$ cat src/sv/set_assoc_cache_controller_defines.svh
// Assertion macros for the cache controller RTL, included by its back part.
// Included by files that carry concurrent checks; needs no other file.
`ifndef SET_ASSOC_CACHE_CONTROLLER_DEFINES_SVH
`define SET_ASSOC_CACHE_CONTROLLER_DEFINES_SVH
`ifndef SYNTHESIS
`define SACC_ASSERT(lbl, clk, rst, prop, msg) \
  lbl: assert property (@(posedge clk) disable iff (rst) prop) else $error(msg);
`define SACC_ASSERT_NR(lbl, clk, prop, msg) \
  lbl: assert property (@(posedge clk) prop) else $error(msg);
`else
`define SACC_ASSERT(lbl, clk, rst, prop, msg)
`define SACC_ASSERT_NR(lbl, clk, prop, msg)
`endif
`endif

$ cat src/sv/sacc_fifo.sv
// Small synchronous queue; DEPTH must be a power of two, at least two.
// Stand-alone; used between the front and back parts and on the result side.
`timescale 1ns / 1ps
`default_nettype none
module sacc_fifo #(
  parameter int WIDTH = 8,
  parameter int DEPTH = 2
) (
  input  wire logic             clk,
  input  wire logic             rst,
  input  wire logic             wr_en,
  input  wire logic [WIDTH-1:0] wr_data,
  output logic                  full,
  input  wire logic             rd_en,
  output logic      [WIDTH-1:0] rd_data,
  output logic                  empty
);
  localparam int PW = $clog2(DEPTH);

  logic [WIDTH-1:0] slots [DEPTH];
  logic [PW-1:0]    wr_ptr;
  logic [PW-1:0]    rd_ptr;
  logic [PW:0]      count;

  assign full    = (count == (PW+1)'(DEPTH));
  assign empty   = (count == '0);
  assign rd_data = slots[rd_ptr];

  always_ff @(posedge clk) begin
    if (rst) begin
      wr_ptr <= '0;
      rd_ptr <= '0;
      count  <= '0;
    end else begin
      if (wr_en) begin
        wr_ptr <= wr_ptr + 1'b1;
      end
      if (rd_en) begin
        rd_ptr <= rd_ptr + 1'b1;
      end
      if (wr_en && !rd_en) begin
        count <= count + 1'b1;
      end else if (rd_en && !wr_en) begin
        count <= count - 1'b1;
      end
    end
  end

  always_ff @(posedge clk) begin
    if (wr_en) begin
      slots[wr_ptr] <= wr_data;
    end
  end
endmodule
`default_nettype wire

$ cat config.mk
export PLATFORM = sky130hd
export DESIGN_NAME = sacc_fifo
export DESIGN_NICKNAME = d
export VERILOG_FILES = /design/src/sv/set_assoc_cache_controller_defines.svh /design/src/sv/sacc_fifo.sv
export SDC_FILE = /design/constraint.sdc
export NUM_CORES = 1
export LEC_CHECK = 0
export BUFFER_PORTS_ARGS = -buffer_cell sky130_fd_sc_hd__buf_2
export CORE_UTILIZATION = 44
export DETAILED_ROUTE_END_ITERATION = 8
export PLACE_DENSITY = 0.69
export SETUP_SLACK_MARGIN = 0.4
export SKIP_LAST_GASP = 1
export SLEW_MARGIN = 0
export SYNTH_ARGS = -nofsm -noshare
export SYNTH_HDL_FRONTEND = slang
export SYNTH_SLANG_ARGS = --single-unit
$ cat constraint.sdc
create_clock -name clk -period 1.2 [get_ports clk]
set_clock_uncertainty 0.05 [all_clocks]
set_input_delay 0.12 -clock clk [delete_from_list [all_inputs] [get_ports clk]]
set_output_delay 0.12 -clock clk [all_outputs]
set_load 0.005 [all_outputs]
==> impl_metrics.toml <==
[route]
firstDrtPassIters = 6
avgViaCountPerCell = 4.93
num_vias = 478
wire_per_inst_um = 13.5
drt-initial-drc-count = 9
ant_nets = 0
drt_wl_total_um = 1310
drc = 1

[power_and_ir_drop]
internal_power_uw = 1160
power_density_mw_per_mm2 = 1290
switchingPower_uw = 327
p_leak_uw = 0.000477
irDropWorstVdd_mv = 0.945
swShare_pct = 22.0
seq_power_share_pct = 59.3
comb_power_share_pct = 19.0
clock_power_share_pct = 21.7

[synthesis]
synth_area_leaders = "edfxtp_1 61%, dfxtp_1 13%, mux2_2 12%"
synthFlopType = "edfxtp_1"
netlist_top_cells_count = "16 x edfxtp_1, 8 x mux2_2, 5 x dfxtp_1, 5 x nor2_1"
yosysMostFrequentCell = "edfxtp_1"
synth_top_area_cell = "edfxtp_1"
yosys_warnings = 0
synthesis.area_sq_um = 783
syn_inst = 47
synth_edf_count = 16
synth_area_per_cell_sq_um = 16.7
synthArstFlopShare_pct = 0
ys_seq_area_share_pct = 74.1
synth.net_count = 60
ys_seq_elements = 21
synth_top_area_share_pct = 61.3
synth_cell_type_count = 15

[critical_path]
crit_buf_inv = 1
critPathLaunchType = "register"
max_stage_delay_ns = 0.45
cp_top_family = "flip-flops"
worstPathArrival_ns = 1.18
required_ns = 1.03
reg2reg_depth = 3
rrSetupSlack_ns = 0.12
timing.rr.start = "count[0]"
crit_chain = "mux2_4 > buf_6"
r2r_end = "count[1]"
criticalPathCategory = "reg -> out"
cp_slowest_cell = "dfxtp_4"
crit_path_max_fanout = 8
end_kind = "output port"

[hold_path]
holdPathStages = 3
hp-class = "in -> reg"
min-delay-start = "rd_en"

[final_layout]
fillers = 109
fin_area_sq_mm = 0.00115
antenna_cells = 0
drive_above_1_share_pct = 53.1
syn_to_final_growth_pct = 47.4
fin_util_pct = 73.3
nets = 95

[placed_design]
numPortBuffers = 21
pre_cts_ws_ns = 0.0956
place_congestion = 0.637
placed_area_sq_um = 960

[timing]
setup_tns_ns = -1.15
final_hold_viol_count = 0
max_freq_mhz = 740
finalCritPeriodShare_pct = 113
rsz0062_at_grt = "true"
finalCriticalPeriod_ns = 1.35
worst_slew_pin_slew_ns = 0.269
maxSlewViolCount = 0
worst_slack_ns = -0.151
setup_violations = 8
slew_headroom_pct = 82.0
hold_ws_ns = 0.0471

[cts]
clock_path_buffers = 2
clk-insertion-delay-late_ns = 0.29
clkTransAtPathRegs_ns = 0.11
clock-root-buffer = "clkbuf_4"
cts_sinks = 21
cts_tree = "done"
htreeDepth = 1
cts-buffers-inserted = 3

[floorplan]
initial_core_util_pct = 49.7
io_pins = 22
num_rows = 14
coreArea_sq_mm = 0.00158
fp.dieH_um = 44.2
die_area_sq_mm = 0.00195
die_width_um = 44.2

[outcome]
status = "finished, violations left"
violations = "DRC, setup timing"

[global_routing]
grt_pass1_vias = 462
grt_overflow = 0
track_usage_pct = 15.0
grt_first_pass_wirelength_um = 2010
grt_max_degree = 12
antenna_found_initial = 0

[run]
maxCapViolCount = 0
[stage by stage]
step	power (uW)	std cells
2_1_floorplan	1020	47
3_3_place_gp	1090	83
3_5_place_dp	1100	83
4_1_cts	1470	97
5_1_grt	1550	97
6_report	1490	97
[flip-flops by register name, summed over array words and instances, names as in the netlist, named ones only]
name and cells:
count 2, rd_ptr 1, slots 16, wr_ptr 1
[per-layer routing]
| metal | GRT usage, % | part of all wire [%] | vias to the layer above |
|---|---|---|---|
| met2 | 25.6 | 53 | 15 |
| met1 | 18.4 | 41 | 222 |
| li1 | - | - | 237 |
| met5 | 0 | 0 | - |
| met3 | 2.45 | 2.9 | 4 |
| met4 | 7.27 | 2.8 | 0 |
[worst max-delay path by stage]
stage             start          to  slack (ns)  cells after the start
3_3_place_gp   register  rd_data[4]        0.11                      2
4_1_cts        register  rd_data[4]       -0.16                      2
6_report       register  rd_data[7]       -0.15                      2
2_1_floorplan  count[0]    count[1]        0.21                      3
5_1_grt        register  rd_data[7]       -0.19                      2
3_5_place_dp      rd_en    count[1]         0.1                      6
[cell usage in the layout, fill, tap and decap left out, drive strengths merged]
cell type    netlist  final
buf                1     22
edfxtp            16     16
dlygate4sd3        0      9
mux2               8      8
nor2               5      5
dfxtp              5      5
clkbuf             0      4
xor2               2      2
xnor2              2      2
inv                1      1
and2               1      1
and2b              1      1
nor2b              1      1
o21ai              1      1
or3                1      1
a21oi              1      1
ha                 1      1
[timing repair]
action / CTS / global route
buffers inserted: 1 / 0
pin swaps: 0 / 2
hold buffers: 9 / 0
setup endpoints to repair: 27 / 28
resized for setup: 7 / 7
cloned: 0 / 0
endpoints found under the hold margin: 21 / 0
[worst min-delay path: stages]
cell and delay, ns:
buf_2 0.09, xnor2_1 0.07, nor2_1 0.07
[cells by family after synthesis]
family	Yosys count	share of synthesized area, %
adders and majority gates	1	1.60
AOI/OAI and AO/OA	2	1.28
DFF	21	74.1
muxes	8	11.5
xor gates and xnor gates	4	4.47
buffers and inverters	2	1.12
and+or+nand+nor	9	5.91
[power by group through the flow]
stage                     logic [uW]  registers, uW  clock network [uW]
after CTS                        250            881                 337
final                            282            881                 322
after detailed placement         202            897                   0
after global routing             308            888                 359
after global placement           197            895                   0
after floorplan                  145            879                   0
[layout make-up]
cell class | instances | area, sq um | share of cell area, %
inverters | 1 | 3.75 | 0.325
multi-input cells | 24 | 258 | 22.3
well taps | 16 | 20.0 | 1.73
flip-flops and latches | 21 | 591 | 51.1
repair buffers | 31 | 256 | 22.2
clock buffers | 4 | 26.3 | 2.28
Power figures use the tool's default switching activity.
