===== src/sv/set_assoc_cache_controller_defines.svh =====
// Assertion macros for the cache controller RTL, included by its back part.
// Included by files that carry concurrent checks; needs no other file.
`ifndef SET_ASSOC_CACHE_CONTROLLER_DEFINES_SVH
`define SET_ASSOC_CACHE_CONTROLLER_DEFINES_SVH
`ifndef SYNTHESIS
`define SACC_ASSERT(lbl, clk, rst, prop, msg) \
  lbl: assert property (@(posedge clk) disable iff (rst) prop) else $error(msg);
`define SACC_ASSERT_NR(lbl, clk, prop, msg) \
  lbl: assert property (@(posedge clk) prop) else $error(msg);
`else
`define SACC_ASSERT(lbl, clk, rst, prop, msg)
`define SACC_ASSERT_NR(lbl, clk, prop, msg)
`endif
`endif


===== src/sv/sacc_pkg.sv =====
// Types, constants and helpers for the set-associative cache controller.
// Used by the top, front and back modules; depends on nothing.
`timescale 1ns / 1ps
`default_nettype none
package sacc_pkg;
  localparam int ADDR_W    = 32;
  localparam int TAG_W     = 32;
  localparam int CNT_W     = 32;
  localparam int NUM_LANES = 8;
  localparam int LANE_W    = 3;
  localparam int INDEX_W   = 10;
  localparam int ROW_W     = INDEX_W - LANE_W;
  localparam int NUM_ROWS  = 1 << ROW_W;
  localparam int FLUSH_W   = INDEX_W + 1;
  localparam int NUM_CNT   = 6;

  localparam logic [ADDR_W-1:0] ADDR_ONE = 32'd1;
  localparam logic [15:0] LFSR_MASK = 16'hB400;
  localparam logic [15:0] LFSR_SEED = 16'h0001;

  localparam logic [1:0] MODE_WRITE  = 2'd1;
  localparam logic [1:0] MODE_FINISH = 2'd2;

  localparam logic [2:0] CFG_WRITE_BACK = 3'd0;
  localparam logic [2:0] CFG_RANDOM     = 3'd1;
  localparam logic [2:0] CFG_OFFSET     = 3'd2;
  localparam logic [2:0] CFG_SETS       = 3'd3;
  localparam logic [2:0] CFG_WAYS       = 3'd4;

  localparam int ST_RD    = 0;
  localparam int ST_WR    = 1;
  localparam int ST_RDHIT = 2;
  localparam int ST_WRHIT = 3;
  localparam int ST_MRD   = 4;
  localparam int ST_MWR   = 5;

  typedef enum logic [1:0] {
    OP_READ   = 2'd0,
    OP_WRITE  = 2'd1,
    OP_FINISH = 2'd2
  } op_t;

  typedef struct packed {
    logic       write_back;
    logic       random_replace;
    logic [4:0] offset_bits;
    logic [3:0] set_bits;
    logic [1:0] way_bits;
  } cfg_t;

  typedef struct packed {
    op_t               op;
    logic [ROW_W-1:0]  row;
    logic [LANE_W-1:0] lane;
    logic [TAG_W-1:0]  tag;
  } item_t;

  typedef struct packed {
    logic [TAG_W-1:0] tag;
    logic             valid;
    logic             dirty;
    logic [CNT_W-1:0] last_use;
  } line_t;

  typedef line_t [NUM_LANES-1:0] row_t;

  typedef struct packed {
    logic                          hit;
    logic                          mem_read;
    logic                          mem_write;
    logic [NUM_CNT-1:0][CNT_W-1:0] counts;
  } res_t;

  function automatic logic [CNT_W-1:0] sat_inc(input logic [CNT_W-1:0] v);
    sat_inc = (v == '1) ? v : v + 32'd1;
  endfunction
endpackage
`default_nettype wire


===== src/sv/sacc_fifo.sv =====
// Small synchronous queue; DEPTH must be a power of two, at least two.
// Stand-alone; used between the front and back parts and on the result side.
`timescale 1ns / 1ps
`default_nettype none
module sacc_fifo #(
  parameter int WIDTH = 8,
  parameter int DEPTH = 2
) (
  input  wire logic             clk,
  input  wire logic             rst,
  input  wire logic             wr_en,
  input  wire logic [WIDTH-1:0] wr_data,
  output logic                  full,
  input  wire logic             rd_en,
  output logic      [WIDTH-1:0] rd_data,
  output logic                  empty
);
  localparam int PW = $clog2(DEPTH);

  logic [WIDTH-1:0] slots [DEPTH];
  logic [PW-1:0]    wr_ptr;
  logic [PW-1:0]    rd_ptr;
  logic [PW:0]      count;

  assign full    = (count == (PW+1)'(DEPTH));
  assign empty   = (count == '0);
  assign rd_data = slots[rd_ptr];

  always_ff @(posedge clk) begin
    if (rst) begin
      wr_ptr <= '0;
      rd_ptr <= '0;
      count  <= '0;
    end else begin
      if (wr_en) begin
        wr_ptr <= wr_ptr + 1'b1;
      end
      if (rd_en) begin
        rd_ptr <= rd_ptr + 1'b1;
      end
      if (wr_en && !rd_en) begin
        count <= count + 1'b1;
      end else if (rd_en && !wr_en) begin
        count <= count - 1'b1;
      end
    end
  end

  always_ff @(posedge clk) begin
    if (wr_en) begin
      slots[wr_ptr] <= wr_data;
    end
  end
endmodule
`default_nettype wire


===== src/sv/sacc_front.sv =====
// Front part: takes access items, splits the address into row, lane and tag,
// and queues them for the back part. Depends on sacc_pkg and sacc_fifo.
`timescale 1ns / 1ps
`default_nettype none
module sacc_front (
  input  wire logic                         clk,
  input  wire logic                         rst,
  input  wire sacc_pkg::cfg_t               cfg,
  input  wire logic                         hold,
  input  wire logic                         push,
  output logic                              full,
  input  wire logic [1:0]                   mode,
  input  wire logic [sacc_pkg::ADDR_W-1:0]  address,
  output logic                              q_valid,
  output sacc_pkg::item_t                   q_item,
  input  wire logic                         q_pop
);
  logic [3:0]                  set_room;
  logic [3:0]                  eff_set_bits;
  logic [sacc_pkg::ADDR_W-1:0] set_mask;
  logic [sacc_pkg::ADDR_W-1:0] set_idx;
  logic [sacc_pkg::ADDR_W-1:0] entry;
  logic [5:0]                  tag_shift;
  sacc_pkg::item_t             item;
  logic                        fifo_full;
  logic                        fifo_empty;
  logic                        accept;

  // Sets shrink so that sets times ways never exceeds the line store.
  assign set_room     = 4'd10 - {2'b00, cfg.way_bits};
  assign eff_set_bits = (cfg.set_bits < set_room) ? cfg.set_bits : set_room;
  assign set_mask     = (sacc_pkg::ADDR_ONE << eff_set_bits) - sacc_pkg::ADDR_ONE;
  assign set_idx      = (address >> cfg.offset_bits) & set_mask;
  assign entry        = set_idx << cfg.way_bits;
  assign tag_shift    = {1'b0, cfg.offset_bits} + {2'b00, cfg.set_bits};

  always_comb begin
    case (mode)
      sacc_pkg::MODE_FINISH: item.op = sacc_pkg::OP_FINISH;
      sacc_pkg::MODE_WRITE:  item.op = sacc_pkg::OP_WRITE;
      default:               item.op = sacc_pkg::OP_READ;
    endcase
    item.row  = entry[sacc_pkg::INDEX_W-1:sacc_pkg::LANE_W];
    item.lane = entry[sacc_pkg::LANE_W-1:0];
    item.tag  = sacc_pkg::TAG_W'(address >> tag_shift);
  end

  assign full    = fifo_full || hold;
  assign accept  = push && !full;
  assign q_valid = !fifo_empty;

  sacc_fifo #(
    .WIDTH($bits(sacc_pkg::item_t)),
    .DEPTH(2)
  ) u_queue (
    .clk    (clk),
    .rst    (rst),
    .wr_en  (accept),
    .wr_data(item),
    .full   (fifo_full),
    .rd_en  (q_pop),
    .rd_data(q_item),
    .empty  (fifo_empty)
  );
endmodule
`default_nettype wire


===== config.mk =====
export PLATFORM = sky130hd
export DESIGN_NAME = sacc_front
export DESIGN_NICKNAME = d
export VERILOG_FILES = /design/src/sv/set_assoc_cache_controller_defines.svh /design/src/sv/sacc_pkg.sv /design/src/sv/sacc_fifo.sv /design/src/sv/sacc_front.sv
export SDC_FILE = /design/constraint.sdc
export NUM_CORES = 1
export LEC_CHECK = 0
export ABC_AREA = 1
export BUFFER_PORTS_ARGS = -buffer_cell sky130_fd_sc_hd__buf_2
export CAP_MARGIN = 20
export CORE_MARGIN = 5
export CORE_UTILIZATION = 55
export DETAILED_ROUTE_END_ITERATION = 7
export GPL_TIMING_DRIVEN = 0
export HOLD_SLACK_MARGIN = 0.05
export PLACE_DENSITY_LB_ADDON = 0.25
export SYNTH_ARGS = -nofsm -noshare
export SYNTH_HDL_FRONTEND = slang
export SYNTH_SLANG_ARGS = --single-unit

===== constraint.sdc =====
create_clock -name clk -period 3.34 [get_ports clk]
set_clock_uncertainty 0.1 [all_clocks]
set_input_delay 0.167 -clock clk [delete_from_list [all_inputs] [get_ports clk]]
set_output_delay 0.167 -clock clk [all_outputs]
set_load 0.01 [all_outputs]

==> results of run 1 <==
cell usage after synthesis (all sizes together) (5+ instances only):
cell type | count | area share
nor2 | 64 | 0.034
nand3 | 132 | 0.094
dfxtp | 5 | 0.014
o211ai | 13 | 0.013
a21oi | 32 | 0.023
buf | 45 | 0.043
clkbuf | 9 | 0.0046
inv | 70 | 0.037
mux2 | 44 | 0.068
edfxtp | 88 | 0.36
mux2i | 9 | 0.012
a211oi | 6 | 0.010
ha | 11 | 0.019
nand2 | 323 | 0.17
o21ai | 95 | 0.068
stage by stage:
step	total power [mW]	setup TNS (ns)	hold slack [ns]
after floorplan	2.423	0	0.1394
after CTS	3.905	0	0.1818
after global routing	4.121	0	0.2252
final	3.916	0	0.1862
after detailed placement	2.826	0	0.3041
after global placement	2.805	-50.15	0.2929
power groups by stage:
stage          Clock [mW]  Combinational, mW  Sequential [mW]
2_1_floorplan           0              0.988             1.44
3_3_place_gp            0               1.37             1.44
3_5_place_dp            0               1.39             1.44
4_1_cts              1.09               1.40             1.42
5_1_grt              1.13               1.57             1.42
6_report             1.08               1.42             1.42
registers in the layout (all words and copies together), names as in the netlist, named ones only:
register and cells:
u_queue.rd_ptr 1, u_queue.count 2, u_queue.wr_ptr 1, u_queue.slots 88
cells by family (layout without fill, tap and decap cells):
group                    Yosys count  in the layout  share of synthesized area
adder cells (fa/ha/maj)           12             12                    0.02168
flip-flops                        93             93                     0.3771
AND/OR/NAND/NOR                  529            529                     0.3069
XOR/XNOR                           3              3                   0.007227
AO/OA/AOI/OAI                    153            153                     0.1216
multiplexers                      53             53                    0.08051
buffers and inverters            125            242                    0.08498
final timing paths:
check                        start                   end  slack [ns]  cells after the start
setup reg to reg  u_queue.count[0]  u_queue.slots[1][20]        1.41                      5
hold reg to reg   u_queue.count[1]      u_queue.count[1]        0.45                      2
hold / removal              cfg[1]  u_queue.slots[0][40]        0.19                      4
setup / recovery            cfg[0]  u_queue.slots[1][38]        0.85                     17
cell type report:
type / instances / area (um^2) / share of cell area
Multi-Input combinational cell: 750 / 3928 / 0.4681
Sequential cell: 93 / 2743 / 0.3269
Timing Repair Buffer: 101 / 560.5 / 0.06681
Buffer: 54 / 346.6 / 0.04131
Inverter: 71 / 271.5 / 0.03236
Clock buffer: 9 / 225.2 / 0.02684
Tap cell: 176 / 220.2 / 0.02625
Clock inverter: 7 / 96.34 / 0.01148
routing by layer:
metal	track usage	routed length, um
met5	0	0
met4	0.1352	983
met3	0.03923	1371
met2	0.4388	9798
met1	0.3328	8825
tightest hold or removal path, delay by kind of cell:
| family | cells | cell delay (ns) |
|---|---|---|
| buf+inv | 1 | 0.12 |
| simple gates | 2 | 0.12 |
| compound gates | 1 | 0.05 |
repair_timing:
action                    CTS  global route
hold endpoints to repair    9             0
gates resized for setup     0             0
hold buffers                5             0
==> results by group, run 1 <==
Die
  • Row cnt: 42
  • Top Ports: 98
  • Die Y: 125.0 um
  • Die span in x: 125.0 um
  • Core Region: 13,090 um^2
  • Die area: 15,620 um^2
  • Initial Util: 0.5558

Clock network
  • Num CTS Buffers: 9
  • Setup bufs post-CTS: 0
  • CTS root buf: clkbuf_16
  • Clk_lat worst skew: 0.34 ns
  • Bufs on Longest Clock Path: 2
  • Clk slew on worst S/H paths: 0.06 ns
  • Clock sink count: 93
  • Number of H-tree levels: 3
  • CTS tree: done

Logic synthesis
  • Sequential fraction of the synthesis area: 0.3771
  • Avg Cell Area, Syn: 7.514 um^2
  • Post-synth ARST share: 0
  • Mapped Nets: 1,032
  • Synth cell types: 44
  • Mapped Area: 7273 um^2
  • YS warnings: 0
  • Cell count after synthesis: 968
  • Post-synth EDFFs: 88
  • Main synth FF type: edfxtp_1
  • Flops & latches, synth: 93

Global route
  • Antenna violations before repair: 0
  • Vias in the first global route: 6,762
  • Largest net degree at the start of global routing: 35
  • GRT overflow: 0
  • First-pass GRT wire length: 33,480 um
  • Tot GR Track Use: 0.2631

Layout
  • # diodes: 0
  • Fillers: 1,165
  • Non-Filler Instances: 1,261
  • Synth-to-Final Area Change: 15.36%
  • Fin util: 0.6412
  • Most frequent cells in the layout: nand2_1, nand3_1, buf_2
  • Commonest non-fill, non-tap cell in the layout: nand2_1
  • Finished Cell Area: 8391 um^2
  • Layout cell share with drive strength beyond 1: 0.2230
  • # nets final: 1,144

Min path
  • Min-delay worst type: in -> reg

Worst setup path
  • Slowest CP cell: ha_1
  • WP data arrival: 2.48 ns
  • Crit Path Class: in -> reg
  • Buffers and inverters on the worst path: 1
  • CP Capture Type: flip-flop
  • CP delay by family, top: simple AND/OR/NAND/NOR gates
  • Worst path max stage delay: 0.36 ns
  • Crit-path max FO: 7
  • CP startpoint kind: primary input
  • Crit path required time: 3.33 ns
  • Worst path most repeated cell: nand2_1
  • Crit-path cells: buf_2 -> ha_1 -> ha_1 -> nand2_1 -> nand2_1 -> nand2_2 -> nand2_2 -> nand2_2 -> nand2_2 -> nand3_1 -> ha_1 -> nand2_1 -> o21ai_0 -> nand3_1 -> nand2_1 -> nand3_1 -> nand2_1

Pwr
  • Worst-case vdd ir drop: 249.8 uV
  • P_leak: 3.745 nW
  • Clk pwr share: 0.275
  • Comb power frac: 0.363
  • PwrDens: 466.7 nW/um^2
  • Net Sw Power: 1.359 mW
  • Sw frac: 0.3471
  • Part of the power in registers: 0.361
  • Internal power: 2.557 mW

Place
  • Placed Cells: 1,240
  • GPL Wtd Cong: 1.035
  • Pre-CTS setup slack: 0.5340 ns
  • Dpl cell area: 8019 um^2
  • PortBufs: 94
  • Post-DP HPWL: 16,340 um

Timing
  • Worst slew pin tran: 0.5800 ns
  • Slew margin rel.: 0.6124
  • Unrepaired setup endpoints after global routing: no
  • Fin crit share: 0.7451
  • Fmax achieved: 401.8 MHz
  • Final Max Slew Viols: 0
  • Final Worst Setup Slack: 0.8513 ns
  • Fin crit period: 2.489 ns
  • Setup-failing EPs final: 0
  • Final hold violation count: 0

Drt
  • Total vias in the final route: 7,101
  • Drt drc: 0
  • Drt wl/cell: 16.64 um
  • DR vias/cell: 5.631
  • Initial DRC count: 539
  • Antenna-violating nets left: 0
  • Final WL: 20,980 um
  • DR pass1 iterations: 6

Flow run
  • Max-cap viol count: 0

Outcome
  • Status: completed
No activity file was read; power rests on OpenSTA's default activity.
==> run 2: changes to the inputs <==
--- a/config.mk
+++ b/config.mk
@@ -5,7 +5,7 @@
 export SDC_FILE = /design/constraint.sdc
 export NUM_CORES = 1
 export LEC_CHECK = 0
-export ABC_AREA = 1
+export ABC_AREA = 0
 export BUFFER_PORTS_ARGS = -buffer_cell sky130_fd_sc_hd__buf_2
 export CAP_MARGIN = 20
 export CORE_MARGIN = 5
==> constraint.sdc (replaced) <==
create_clock -name clk -period 2.6 [get_ports clk]
set_clock_uncertainty 0.1 [all_clocks]
set_input_delay 0.13 -clock clk [delete_from_list [all_inputs] [get_ports clk]]
set_output_delay 0.13 -clock clk [all_outputs]
set_load 0.01 [all_outputs]
==> run 2 against run 1 <==
Compared with the run above:
- the flow now finishes with violations (negative setup slack)
- clock-buffer cell count unchanged
- die area increased by 2.3%
- via count decreased by 9.8%
- final area increased by 7.8%
- global-route usage increased by 0.56 points
- flip-flop and latch count unchanged
- total power increased by 38%
- routed wire length increased by 4.1%
- critical path depth unchanged
- sequential share of layout area decreased by 2.4 points
- critical endpoint is now u_queue.slots[1][36]
- cell count decreased by 21%
==> results by group, run 2 <==
Timing
  • Fmax achieved: 349.4 MHz
  • Worst slew pin tran: 0.8384 ns
  • Final Max Slew Viols: 0
  • Setup-failing EPs final: 14
  • Final Worst Setup Slack: -0.2624 ns
  • Fin crit share: 1.101
  • Slew margin rel.: 0.4251
  • Post-route setup TNS: -2.924 ns
  • Final hold violation count: 0
  • Unrepaired setup endpoints after global routing: yes
  • Fin crit period: 2.862 ns

Die
  • Row cnt: 42
  • Die span in x: 126.4 um
  • Die Y: 126.4 um
  • Top Ports: 98
  • Initial Util: 0.5628
  • Core Region: 13,240 um^2
  • Die area: 15,980 um^2

Drt
  • Drt wl/cell: 22.00 um
  • Total vias in the final route: 6,407
  • Antenna-violating nets left: 0
  • Final WL: 21,850 um
  • DR vias/cell: 6.452
  • Wire length on met3: 1467 um
  • Routed length on met2: 10,670 um
  • Initial DRC count: 491
  • Met1 Wirelength: 8749 um
  • DR pass1 iterations: 5
  • Drt drc: 0
  • Uppermost layer routed: met4

Worst setup path
  • Buffers and inverters on the worst path: 4
  • Slowest CP cell: or3_4
  • Crit-path cells: buf_8 -> ha_4 -> ha_4 -> inv_2 -> o21a_4 -> or3_4 -> and2_4 -> nand3_4 -> ha_4 -> buf_4 -> buf_6 -> nand3_1 -> a21oi_1 -> nor3_2 -> a211oi_2 -> a21oi_2 -> mux2i_2
  • WP data arrival: 2.92 ns
  • Worst path max stage delay: 0.37 ns
  • CP Capture Type: flip-flop
  • CP delay by family, top: simple AND/OR/NAND/NOR gates
  • Crit path required time: 2.66 ns
  • Crit-path max FO: 5
  • Worst path most repeated cell: ha_4
  • Crit Path Class: in -> reg
  • CP startpoint kind: primary input

Logic synthesis
  • Avg Cell Area, Syn: 10.85 um^2
  • Most frequent cell after synthesis: edfxtp_1
  • Cell count after synthesis: 687
  • Cell taking the most area after synthesis: edfxtp_1
  • Mapped Area: 7453 um^2
  • Mapped Nets: 751
  • Sequential fraction of the synthesis area: 0.3680
  • Flops & latches, synth: 93
  • YS warnings: 0
  • Synth area leaders: edfxtp_1, mux4_2, mux2_2
  • Main synth FF type: edfxtp_1
  • Synth cell types: 69
  • Yosys top cell area share: 0.3545
  • Post-synth ARST share: 0
  • Post-synth EDFFs: 88
  • Top cells by count, synth: edfxtp_1, nand2_1, mux2_2

Layout
  • Layout cell share with drive strength beyond 1: 0.3978
  • # diodes: 0
  • # nets final: 876
  • Fin util: 0.6830
  • Synth-to-Final Area Change: 21.35%
  • Max reg flops: 88
  • Biggest regs: u_queue.slots (88), u_queue.count (2)
  • Non-Filler Instances: 993
  • Most frequent cells in the layout: buf_2, edfxtp_1, nand2_1
  • Commonest non-fill, non-tap cell in the layout: buf_2
  • Biggest register: u_queue.slots

Global route
  • Largest net degree at the start of global routing: 29
  • Vias in the first global route: 6,400
  • GRT overflow: 0
  • First-pass GRT wire length: 34,400 um
  • Antenna violations before repair: 0
  • Tot GR Track Use: 0.2687

Place
  • Post-DP HPWL: 16,070 um
  • Placed Cells: 959
  • PortBufs: 94
  • GPL Wtd Cong: 0.9703
  • Pre-CTS setup slack: -0.8919 ns

Outcome
  • Failing checks: negative setup slack
  • Status: finished with violations

Clock network
  • Num CTS Buffers: 9
  • Clock sink count: 93
  • CTS tree: done
  • CTS root buf: clkbuf_16
  • Clk slew on worst S/H paths: 0.07 ns
  • Bufs on Longest Clock Path: 2
  • Clk_lat worst skew: 0.34 ns
  • Number of H-tree levels: 3

Flow run
  • Max-cap viol count: 0

Pwr
  • Total Power: 5.392 mW
  • Worst-case vdd ir drop: 314.8 uV
  • PwrDens: 596.1 nW/um^2
  • P_leak: 3.483 nW

Min path
  • Min-delay worst type: in -> reg
==> run 2: changes by cell type in the layout (fill, tap and decap cells not counted), moves of 8 or more <==
cell / before / now
mux4_2: 0 / 35
nor2b_1: 0 / 11
nand3_1: 128 / 14
nor2_1: 61 / 43
clkbuf_2: 0 / 8
inv_2: 13 / 4
buf_2: 122 / 105
mux2_2: 44 / 66
buf_4: 3 / 17
o21ai_1: 55 / 2
o21ai_0: 37 / 17
inv_1: 56 / 12
mux2i_1: 9 / 54
nand2_1: 315 / 82
==> run 2: cell families after synthesis <==
kind of cell,after synthesis,share of synthesized area
AO/OA/AOI/OAI,131,0.1215
XOR/XNOR,10,0.01175
adder cells (fa/ha/maj),12,0.02115
buffers and inverters,65,0.04381
flip-flops,93,0.3680
multiplexers,167,0.3027
AND/OR/NAND/NOR,209,0.1311
==> run 2: worst paths after layout <==
| kind | start | cells after the start | endpoint | slack [ns] |
|---|---|---|---|---|
| setup reg to reg | u_queue.count[0] | 5 | u_queue.slots[0][7] | 0.57 |
| setup / recovery | cfg[1] | 17 | u_queue.slots[1][36] | -0.26 |
| hold / removal | push | 4 | u_queue.wr_ptr | 0.15 |
| hold reg to reg | u_queue.count[1] | 2 | u_queue.count[1] | 0.43 |
==> run 2: what timing repair did <==
| item | CTS | global route |
|---|---|---|
| endpoints found under the hold margin | 9 | 0 |
| pin swaps | 13 | 17 |
| hold buffers | 4 | 0 |
| buffers inserted | 9 | 6 |
| gates resized for setup | 39 | 31 |
| setup endpoints to repair | 60 | 70 |
==> run 2: area by class of cell <==
class,instances,area [um^2]
clock inverter,7,106.4
timing repair buffer,115,686.9
clock buffer,9,225.2
tap,176,220.2
buffer,46,279.0
sequential,93,2743
inverter,18,70.07
multi-input combinational,529,4715
fill,1028,4198
==> run 2: power by group <==
group | internal, mW | switching, mW | total [mW]
clock network | 0.858 | 0.563 | 1.42
registers | 1.82 | 0.0300 | 1.85
logic | 0.889 | 1.23 | 2.12
total | 3.57 | 1.83 | 5.39
==> run 2: worst register-to-register path, cell delays in order, from the launching register on <==
cell,delay [ns]
dfxtp_1,0.38
inv_1,0.06
a21oi_1,0.25
nand2_1,0.19
nor2_4,0.46
buf_12,0.27
==> run 2: stage by stage <==
step	cell area [um^2]	hold WS, ns
4_1_cts	8886	0.1405
6_report	9045	0.1504
3_3_place_gp	8229	0.2527
2_1_floorplan	7538	0.09907
5_1_grt	9045	0.1862
3_5_place_dp	8275	0.2646
==> run 2: layer usage <==
metal | vias up | global-route usage
li1 | 2886 | -
met1 | 3110 | 0.3501
met2 | 345 | 0.4483
met3 | 66 | 0.03657
met4 | 0 | 0.1205
met5 | - | 0
==> run 3: changes to the inputs <==
--- a/config.mk
+++ b/config.mk
@@ -9,11 +9,12 @@
 export BUFFER_PORTS_ARGS = -buffer_cell sky130_fd_sc_hd__buf_2
 export CAP_MARGIN = 20
 export CORE_MARGIN = 5
-export CORE_UTILIZATION = 55
+export CORE_UTILIZATION = 54
 export DETAILED_ROUTE_END_ITERATION = 7
 export GPL_TIMING_DRIVEN = 0
 export HOLD_SLACK_MARGIN = 0.05
 export PLACE_DENSITY_LB_ADDON = 0.25
+export SETUP_SLACK_MARGIN = 0.02
 export SYNTH_ARGS = -nofsm -noshare
 export SYNTH_HDL_FRONTEND = slang
 export SYNTH_SLANG_ARGS = --single-unit
==> constraint.sdc (replaced) <==
create_clock -name clk -period 2.55 [get_ports clk]
set_clock_uncertainty 0.1 [all_clocks]
set_input_delay 0.1275 -clock clk [delete_from_list [all_inputs] [get_ports clk]]
set_output_delay 0.1275 -clock clk [all_outputs]
set_load 0.01 [all_outputs]
==> run 3 against run 2 <==
Compared with the run above:
- the flow still finishes with violations (negative setup slack)
- routed wire length shrank 5.2%
- global-route usage is 1.6 points lower
- combinational power about the same
- largest power group unchanged
- highest routed layer unchanged
==> results by group, run 3 (synthesis results as in run 2) <==
Outcome
  • Status: finished with violations
  • Failing checks: negative setup slack

Drt
  • DR pass1 iterations: 5
  • Initial DRC count: 486
  • Final WL: 20,710 um
  • DR vias/cell: 6.297
  • Met1 Wirelength: 8357 um
  • Drt drc: 0
  • Wire length on met3: 1318 um
  • Antenna-violating nets left: 0
  • Total vias in the final route: 6,303
  • Drt wl/cell: 20.69 um
  • Routed length on met2: 10,100 um
  • Uppermost layer routed: met4

Pwr
  • Worst-case vdd ir drop: 279.9 uV
  • Comb power frac: 0.387
  • Part of the power in registers: 0.340
  • Internal power: 3.735 mW
  • Net Sw Power: 1.808 mW
  • PwrDens: 608.3 nW/um^2
  • Clk pwr share: 0.273
  • Total Power: 5.543 mW
  • Sw frac: 0.3262
  • P_leak: 3.502 nW

Clock network
  • Clk_lat worst skew: 0.33 ns
  • Num CTS Buffers: 9
  • Clock sink count: 93
  • CTS root buf: clkbuf_16
  • Clk slew on worst S/H paths: 0.07 ns
  • Bufs on Longest Clock Path: 2
  • CTS tree: done
  • Number of H-tree levels: 3

Global route
  • Antenna violations before repair: 0
  • Tot GR Track Use: 0.2529
  • Vias in the first global route: 6,239
  • GRT overflow: 0
  • Largest net degree at the start of global routing: 35
  • First-pass GRT wire length: 32,690 um

Timing
  • Setup-failing EPs final: 12
  • Slew margin rel.: 0.4875
  • Final Worst Setup Slack: -0.2842 ns
  • Final hold violation count: 0
  • Fin crit share: 1.111
  • Fmax achieved: 352.8 MHz
  • Worst slew pin tran: 0.7474 ns
  • Fin crit period: 2.834 ns
  • Unrepaired setup endpoints after global routing: yes
  • Hold slack: 0.1265 ns
  • Final Max Slew Viols: 0

Die
  • Die Y: 127.5 um
  • Die area: 16,250 um^2
  • Top Ports: 98
  • Die span in x: 127.5 um
  • Row cnt: 43
  • Initial Util: 0.5433
  • Core Region: 13,720 um^2

Worst setup path
  • Crit-path max FO: 4
  • CP startpoint kind: primary input
  • CP Capture Type: flip-flop
  • Crit path required time: 2.58 ns
  • Crit Path Class: in -> reg
  • WP data arrival: 2.87 ns

Layout
  • Fillers: 1,010
  • Biggest register: u_queue.slots
  • # diodes: 0
  • Max reg flops: 88
  • Commonest non-fill, non-tap cell in the layout: buf_2
  • Most frequent cells in the layout: buf_2, edfxtp_1, nand2_1
  • Biggest regs: u_queue.slots (88), u_queue.count (2)
  • Synth-to-Final Area Change: 22.26%
  • # nets final: 880
  • Layout cell share with drive strength beyond 1: 0.4007

Min path
  • Min-delay worst type: in -> reg

Place
  • GPL Wtd Cong: 0.9508
  • PortBufs: 94
  • Post-DP HPWL: 15,620 um

Flow run
  • Max-cap viol count: 0
-- run 3: cell types whose count changed in the layout (fill, tap and decap cells not counted), sizes merged --
cell,before,now
buf,137,142
inv,20,18
bufinv,2,3
clkbuf,29,28
clkinvlp,0,1
-- run 3: power groups by stage --
stage | clock network (mW) | logic [mW] | registers, mW
after global routing | 1.59 | 2.31 | 1.89
after global placement | 0 | 1.87 | 1.91
after detailed placement | 0 | 1.91 | 1.92
final | 1.51 | 2.15 | 1.88
after floorplan | 0 | 1.36 | 1.91
after CTS | 1.52 | 2.03 | 1.88
-- run 3: timing repair --
item / CTS / global route
setup endpoints to repair: 68 / 68
setup buffers: 13 / 6
pin swaps: 16 / 18
gates resized for setup: 38 / 35
hold buffers: 4 / 0
hold endpoints to repair: 9 / 0
-- run 3: layout make-up --
| cell class | instances | area, um^2 | share of cell area |
|---|---|---|---|
| Sequential cell | 93 | 2743 | 0.3010 |
| Timing Repair Buffer | 119 | 713.2 | 0.07826 |
| Multi-Input combinational cell | 529 | 4731 | 0.5192 |
| Buffer | 46 | 280.3 | 0.03076 |
| Tap cell | 180 | 225.2 | 0.02472 |
| Inverter | 18 | 72.57 | 0.007964 |
| Clock inverter | 7 | 122.6 | 0.01346 |
| Clock buffer | 9 | 225.2 | 0.02472 |
-- run 3: per-stage QoR --
step | cell area [um^2] | instances | worst slack (ns) | setup TNS (ns) | util
floorplan | 7540 | 687 | -0.3842 | -4.007 | -
global placement | 8235 | 961 | -0.8911 | -58.71 | 0.6003
detailed placement | 8282 | 963 | -0.9479 | -37.20 | 0.6036
CTS | 8945 | 996 | -0.3111 | -3.237 | 0.6520
global route | 9112 | 1001 | -0.3664 | -4.035 | 0.6642
finish | 9112 | 1001 | -0.2842 | -2.641 | 0.6642
-- run 3: layer usage --
layer  up-vias  GRT usage
li1       2895          -
met1      3024     0.3334
met2       324     0.4230
met3        60    0.02216
met4         0     0.1199
met5         -          0
-- run 3: worst max-delay path, stage by stage --
cell	delay, ns
buf_8	0.10
ha_4	0.24
ha_4	0.27
inv_2	0.04
o21a_4	0.22
nor2_4	0.12
mux2i_2	0.24
nand2_1	0.13
ha_4	0.21
nor2_4	0.10
nand3_2	0.10
a2111oi_4	0.32
nor3_2	0.09
a21o_1	0.20
a221oi_2	0.36
-- run 3: final timing paths --
check | startpoint | end | slack (ns) | cells past startpoint
min reg2reg | u_queue.count[1] | u_queue.count[1] | 0.40 | 2
min | push | u_queue.wr_ptr | 0.13 | 4
max reg2reg | u_queue.count[0] | u_queue.slots[0][7] | 0.66 | 5
max | cfg[1] | u_queue.slots[0][39] | -0.28 | 15
